File: src/rtl/dcgm_pkg.sv
// Shared types and constants for the dual-core GPIO and mailbox register block.
// Holds the access and response beat structs, register offsets and mailbox
// control/status structs. No dependencies.
package dcgm_pkg;

  // Default mailbox depth in words, per direction.
  localparam int DEFAULT_FIFO_DEPTH = 8;

  // Access kinds.
  localparam logic CMD_READ  = 1'b0;
  localparam logic CMD_WRITE = 1'b1;

  // Register byte offsets.
  localparam logic [11:0] OFS_CPUID   = 12'h000;
  localparam logic [11:0] OFS_OUT     = 12'h010;
  localparam logic [11:0] OFS_OUT_SET = 12'h014;
  localparam logic [11:0] OFS_OUT_CLR = 12'h018;
  localparam logic [11:0] OFS_OUT_XOR = 12'h01c;
  localparam logic [11:0] OFS_OE      = 12'h020;
  localparam logic [11:0] OFS_OE_SET  = 12'h024;
  localparam logic [11:0] OFS_OE_CLR  = 12'h028;
  localparam logic [11:0] OFS_OE_XOR  = 12'h02c;
  localparam logic [11:0] OFS_FST     = 12'h050;
  localparam logic [11:0] OFS_FWR     = 12'h054;
  localparam logic [11:0] OFS_FRD     = 12'h058;
  localparam logic [11:0] OFS_SPIN    = 12'h05c;

  // Bit positions in the mailbox status word.
  localparam int ST_VLD_BIT = 0;
  localparam int ST_RDY_BIT = 1;
  localparam int ST_WOF_BIT = 2;
  localparam int ST_ROE_BIT = 3;

  // One register access.
  typedef struct packed {
    logic        command;
    logic        requesting_core;
    logic [11:0] reg_offset;
    logic [31:0] write_data;
  } req_item_t;

  // One access result.
  typedef struct packed {
    logic [31:0] read_data;
    logic        irq_core0;
    logic        irq_core1;
    logic        wake_core0;
    logic        wake_core1;
    logic        bad_offset;
  } rsp_item_t;

  // Operation requested of one mailbox; push and pop are already qualified.
  typedef struct packed {
    logic        push;
    logic        pop;
    logic [31:0] wdata;
  } mbox_ctrl_t;

  // Mailbox status seen by the decode logic.
  typedef struct packed {
    logic        not_empty;
    logic        not_full;
    logic        not_empty_next;
    logic [31:0] head_word;
  } mbox_stat_t;

endpackage

File: src/rtl/dcgm_ram.sv
// Generic single-port-write, single-port-read RAM with a registered read.
// No dependencies.
module dcgm_ram #(
  parameter int WIDTH = 32,
  parameter int DEPTH = 8,
  localparam int AW = (DEPTH > 1) ? $clog2(DEPTH) : 1
) (
  input  logic             clk,
  input  logic             we,
  input  logic [AW-1:0]    waddr,
  input  logic [WIDTH-1:0] wdata,
  input  logic [AW-1:0]    raddr,
  output logic [WIDTH-1:0] rdata
);

  logic [WIDTH-1:0] mem [DEPTH];

  // Write port and registered read port; a read of the address being
  // written returns the old contents.
  always_ff @(posedge clk) begin
    if (we) begin
      mem[waddr] <= wdata;
    end
    rdata <= mem[raddr];
  end

endmodule

File: src/rtl/dcgm_mailbox.sv
// One-way mailbox FIFO: head pointer, fill count and a word store in a RAM.
// Depends on dcgm_pkg and dcgm_ram.
module dcgm_mailbox
  import dcgm_pkg::*;
#(
  parameter int DEPTH = DEFAULT_FIFO_DEPTH
) (
  input  logic       clk,
  input  logic       rst,
  input  mbox_ctrl_t ctrl,
  output mbox_stat_t stat
);

  localparam int AW = (DEPTH > 1) ? $clog2(DEPTH) : 1;
  localparam int CW = $clog2(DEPTH + 1);
  localparam int SW = AW + 1;

  logic [AW-1:0] head;
  logic [AW-1:0] head_next;
  logic [CW-1:0] count;
  logic [CW-1:0] count_next;
  logic [SW-1:0] slot_sum;
  logic [AW-1:0] slot;
  logic          byp_valid;
  logic [31:0]   byp_word;
  logic [31:0]   ram_rdata;

  // Write slot is head plus count, wrapped once at the depth.
  always_comb begin
    slot_sum = SW'(head) + SW'(count);
    if (slot_sum >= SW'(DEPTH)) begin
      slot = AW'(slot_sum - SW'(DEPTH));
    end else begin
      slot = AW'(slot_sum);
    end
  end

  // Pointer and count updates.
  always_comb begin
    head_next = head;
    if (ctrl.pop) begin
      if (head == AW'(DEPTH - 1)) begin
        head_next = '0;
      end else begin
        head_next = head + AW'(1);
      end
    end
    count_next = count;
    if (ctrl.push) begin
      count_next = count + CW'(1);
    end else if (ctrl.pop) begin
      count_next = count - CW'(1);
    end
  end

  always_ff @(posedge clk) begin
    if (rst) begin
      head      <= '0;
      count     <= '0;
      byp_valid <= 1'b0;
    end else begin
      head      <= head_next;
      count     <= count_next;
      byp_valid <= ctrl.push && (slot == head_next);
    end
    byp_word <= ctrl.wdata;
  end

  // The RAM always reads the upcoming head, so the head word is ready in the
  // next cycle. A push into the slot being read is forwarded around the RAM.
  dcgm_ram #(
    .WIDTH(32),
    .DEPTH(DEPTH)
  ) u_ram (
    .clk  (clk),
    .we   (ctrl.push),
    .waddr(slot),
    .wdata(ctrl.wdata),
    .raddr(head_next),
    .rdata(ram_rdata)
  );

  assign stat.not_empty      = (count != '0);
  assign stat.not_full       = (count != CW'(DEPTH));
  assign stat.not_empty_next = (count_next != '0);
  assign stat.head_word      = byp_valid ? byp_word : ram_rdata;

endmodule

File: config.mk
export PLATFORM = sky130hd
export DESIGN_NAME = dcgm_mailbox
export DESIGN_NICKNAME = d
export VERILOG_FILES = /design/src/rtl/dcgm_pkg.sv /design/src/rtl/dcgm_ram.sv /design/src/rtl/dcgm_mailbox.sv
export SDC_FILE = /design/constraint.sdc
export NUM_CORES = 1
export LEC_CHECK = 0
export BUFFER_PORTS_ARGS = -buffer_cell sky130_fd_sc_hd__buf_2
export CAP_MARGIN = 20
export CORE_UTILIZATION = 25
export CTS_BUF_LIST = sky130_fd_sc_hd__clkbuf_16
export DETAILED_ROUTE_END_ITERATION = 16
export PLACE_DENSITY = 0.45
export SYNTH_ARGS = -nofsm -noshare
export SYNTH_HDL_FRONTEND = slang
export SYNTH_HIERARCHICAL = 1
export SYNTH_SLANG_ARGS = --single-unit
File: constraint.sdc
create_clock -name clk -period 12.74 [get_ports clk]
set_input_delay 2.548 -clock clk [delete_from_list [all_inputs] [get_ports clk]]
set_output_delay 2.548 -clock clk [all_outputs]
set_load 0.05 [all_outputs]
-- After elaboration in Yosys (flattened, before gate mapping)
Memories as Yosys holds them, arrays and structs flattened. A register that Yosys moved wholly into a read port is not among the register bits.
Index checks and enable logic that the tools add are counted.
- latch bits: 0
- logic and storage cells: 25
- output and inout port bits: 35
- memory bits (writable): 256
- memory bits (read-only): 0
- memories: 1
- input port bits: 36
- register bits: 40
- memories (memory ; words ; bits a word ; rd ports ; clocked after memory_dff ; wr ports ; RTL line ; text):
    u_ram.mem ; 8 ; 32 ; 1 ; 1 ; 1 ; dcgm_ram.sv:16 ; logic [WIDTH-1:0] mem [DEPTH];
- eq/ne operators: 3
- div/mod/pow operators: 0
- muxes and demuxes: 8
- reductions and logical operators: 3
- $add $sub $neg: 5
- order comparisons: 1
- multiply operators: 0
- bitwise operators: 0
- shifts and indexed selects: 0
- operators by type and width (cell ; number):
    2-to-1 mux 32 bit ; 1
    2-to-1 mux 3 bit ; 3
    2-to-1 mux 4 bit ; 2
    nonzero test 4 bit ; 2
    adder 3 x 4 -> 4 bit ; 1
    adder 4 x 1 -> 4 bit (second input constant) ; 1
    >= comparator 4 bit (second input constant) ; 1
    inequality test 4 bit (second input constant) ; 1
    subtractor 4 x 1 -> 4 bit (second input constant) ; 1
    adder 3 x 1 -> 3 bit (second input constant) ; 1
    == test 3 bit ; 1
    == test 3 bit (second input constant) ; 1
    subtractor 3 x 1 -> 3 bit (second input constant) ; 1
    2-to-1 mux 1 bit ; 2
    logical AND 1 bit ; 1

-- Depth between registers and ports, before layout
- depth after elaboration: 5
- mapped depth: 8
- mapped depth without buffers: 7

-- Hierarchy
Netlist, hierarchy kept.
- modules (own cells, without submodules) (module ; times used ; sequential area each (sq um) ; cells an instance ; area each (sq um)):
    dcgm_ram ; 1 ; 8328.0 ; 415 ; 10466.3
    dcgm_mailbox ; 1 ; 800.8 ; 130 ; 1565.3

-- Worst setup path before layout
OpenSTA, ideal clock, no wires.
- path type: input to output
- from: input port ctrl[33] (netlist bit)
- to: output port stat[32] (netlist bit)
- stages on the path: 5
- arrival time: 3.863 ns
- buffers on the path: 1
- data required time: 10.192 ns
- slack: 6.329 ns
- path through: buf_6 > or4b_1 > o22ai_2 > xnor2_1 > nand3_1
- RTL lines (item ; RTL line ; text):
    from (decl) ; dcgm_mailbox.sv:10 ; input mbox_ctrl_t ctrl,
    to (decl) ; dcgm_mailbox.sv:11 ; output mbox_stat_t stat

==> impl_metrics.csv <==
group,metric,value,unit
timing,slew_headroom,37.45,%
timing,maxSlewViolCount,0,
critical_path,crit_fanout,11,
yosys,yosysWarnings,6,
die,ios,71,
route,post_drt_via_cell_ratio,4.198,
yosys,async_flop_share,0,%
timing,finalCritPeriodShare,50.51,%
clock_network,cts_hold_repair.buffers,0,
yosys,netlist_instances,545,
placed_design,dpl.hpwl,13260,microns
timing,hold_violations,0,
yosys,yosys-top-cells-area,"edfxtp_1, dfxtp_1, mux4_1",
placed_design,gp_congestion,0.6754,
clock_network,postCtsSetupRepairBufs,0,
clock_network,cts_sinks,328,
critical_path,required,10.19,ns
global_routing,grt_pass1_wl,37660,microns
clock_network,root_buffer,"clkbuf_16",
final_layout,final_nets,684,
timing,worstMarginPinSlew,0.9382,ns
clock_network,cts-htree-levels,2,
hold_path,min_from,"count[3]",
die,start_util,25.25,%
global_routing,antenna_found_initial,4,
yosys,ys_ff_latch,328,
clock_network,cts_tree,"built",
route,drt-total-wl,24940,microns
placed_design,port-buffer-count,70,
yosys,synth_nets,588,
pwr,total_power,2.563,mW
yosys,synth_area_per_cell,22.08,sq um
die,rows,80,
pwr,ir_drop,0.07018,mV
clock_network,numCtsBuffers,36,
global_routing,grt_pass1_vias,5933,
final_layout,final_area,0.01424,sq mm
critical_path,criticalPathCategory,"in2out",
clock_network,clock_latency,0.51,ns
timing,setup-tns-final,0,ns
yosys,synth_top_cells_by_count,"edfxtp_1, dfxtp_1, mux2_2",
placed_design,placed_area,0.01315,sq mm
route,ant_nets,0,
critical_path,crit_path_start_kind,"input pin",
die,core,0.04765,sq mm
clock_network,cts_resized,0,
final_layout,diodes,0,
hold_path,min_path_type,"reg2reg",
route,drtIter0Drc,374,
die,fp.dieH,221.4,microns
pwr,power_density,179.9,mW/mm^2
route,dr.pass1.iters,4,
route,drc,0,
critical_path,cp_data_arrival_time,3.89,ns
clock_network,clk_pin_slew_worst_paths,0.06,ns
final_layout,syn_to_final_growth,18.38,%
timing,rsz0062_at_grt,"no",
yosys,yosysSeqAreaShare,75.87,%
timing,fin_crit,6.435,ns
route,dr_total_vias,5378,
pwr,p_leak,4.780,nW
global_routing,overflow,0,
critical_path,crit_start,"ctrl[32]",
timing,fmax,155.4,MHz
yosys,synth_top_area_share,63.89,%
yosys,synth-edff-count,256,
critical_path,cp-end-kind,"output port",
die,die_w,221.4,microns
die,die_area,0.04901,sq mm
yosys,yosysTopAreaCell,"edfxtp_1",
yosys,syn-cell-area,0.01203,sq mm
clock_network,clockBufferDepth,3,
global_routing,grt_usage,10.38,%
yosys,synth_ff_type,"edfxtp_1",
final_layout,layout-drive-gt1-share,34.38,%
yosys,synth.most_common_cell,"edfxtp_1",
final_layout,fin_util,29.89,%
critical_path,rr_startpoint,"head[0]",
timing,setup_viol,0,
global_routing,grt_max_degree,65,
outcome,outcome,"finished, final reports clean",
timing,clock_skew,0.008171,ns
job,drv_cap,0,
yosys,ys_types,31,
route,routedWlPerCell,19.47,microns
==> cell type report <==
cell class | instances | area, sq um
multi-input combinational | 186 | 2773
inverter | 7 | 26.28
fill | 4628 | 33400
clock inverter | 26 | 165.2
sequential | 328 | 9130
timing repair buffer | 82 | 452.9
tap | 615 | 769.5
clock buffer | 37 | 925.9
==> through the flow <==
stage                     worst slack, ns  instances  hold WS (ns)
after CTS                           6.292       1281        0.5969
final                               6.305       1281        0.5810
after global routing                6.226       1281        0.6568
after floorplan                     6.329        545        0.5181
after global placement              6.361       1217        0.5479
after detailed placement            6.306       1218        0.5798
==> routing by layer <==
metal	routed length, microns	vias to the layer above	track usage [%]
met4	422	6	2.775
met1	10860	2819	12.76
met3	1214	36	2.722
met2	12410	102	17.95
met5	36	-	0
li1	-	2415	-
==> state kept, by name (all words and copies together) (netlist names) <==
name / flops
u_ram/rdata: 32
u_ram/mem: 256
head: 3
byp_word: 32
byp_valid: 1
count: 4
==> kinds of logic after synthesis <==
logic type | count (synthesis) | synth area share [%]
DFF | 328 | 75.87
muxes | 131 | 19.48
and+or+nand+nor | 34 | 1.352
buffers and inverters | 31 | 1.570
xor gates and xnor gates | 8 | 0.5824
adders and majority gates | 7 | 0.7903
AOI/OAI and AO/OA | 6 | 0.3536
==> cell usage in the layout (no fill, tap or decap), types with 7 or more instances in the layout <==
cell type / synthesis / routed
buf_2: 10 / 70
buf_4: 0 / 11
clkbuf_16: 0 / 37
clkinv_1: 0 / 9
dfxtp_1: 72 / 71
edfxtp_1: 256 / 256
inv_1: 7 / 14
mux2_2: 65 / 64
mux4_1: 40 / 40
mux4_2: 24 / 24
nor2_1: 16 / 10
xnor2_1: 7 / 7
==> report_power, final <==
part	internal [mW]	switching, mW
sequential	1.24	0.0219
combinational	0.122	0.227
clock	0.564	0.391
==> final timing paths <==
kind | end | slack, ns | cells after the start
setup reg to reg | u_ram/rdata[20] | 9.64 | 7
hold reg to reg | count[3] | 0.58 | 2
setup / recovery | stat[32] | 6.30 | 6
hold / removal | count[3] | 0.58 | 2
==> worst max-delay path, cell delays in order <==
cell	delay (ns)
buf_2	0.22
or4b_1	0.48
o22ai_2	0.14
xnor2_1	0.16
nand3_1	0.11
buf_2	0.23
No activity file was read; power rests on OpenSTA's default activity.
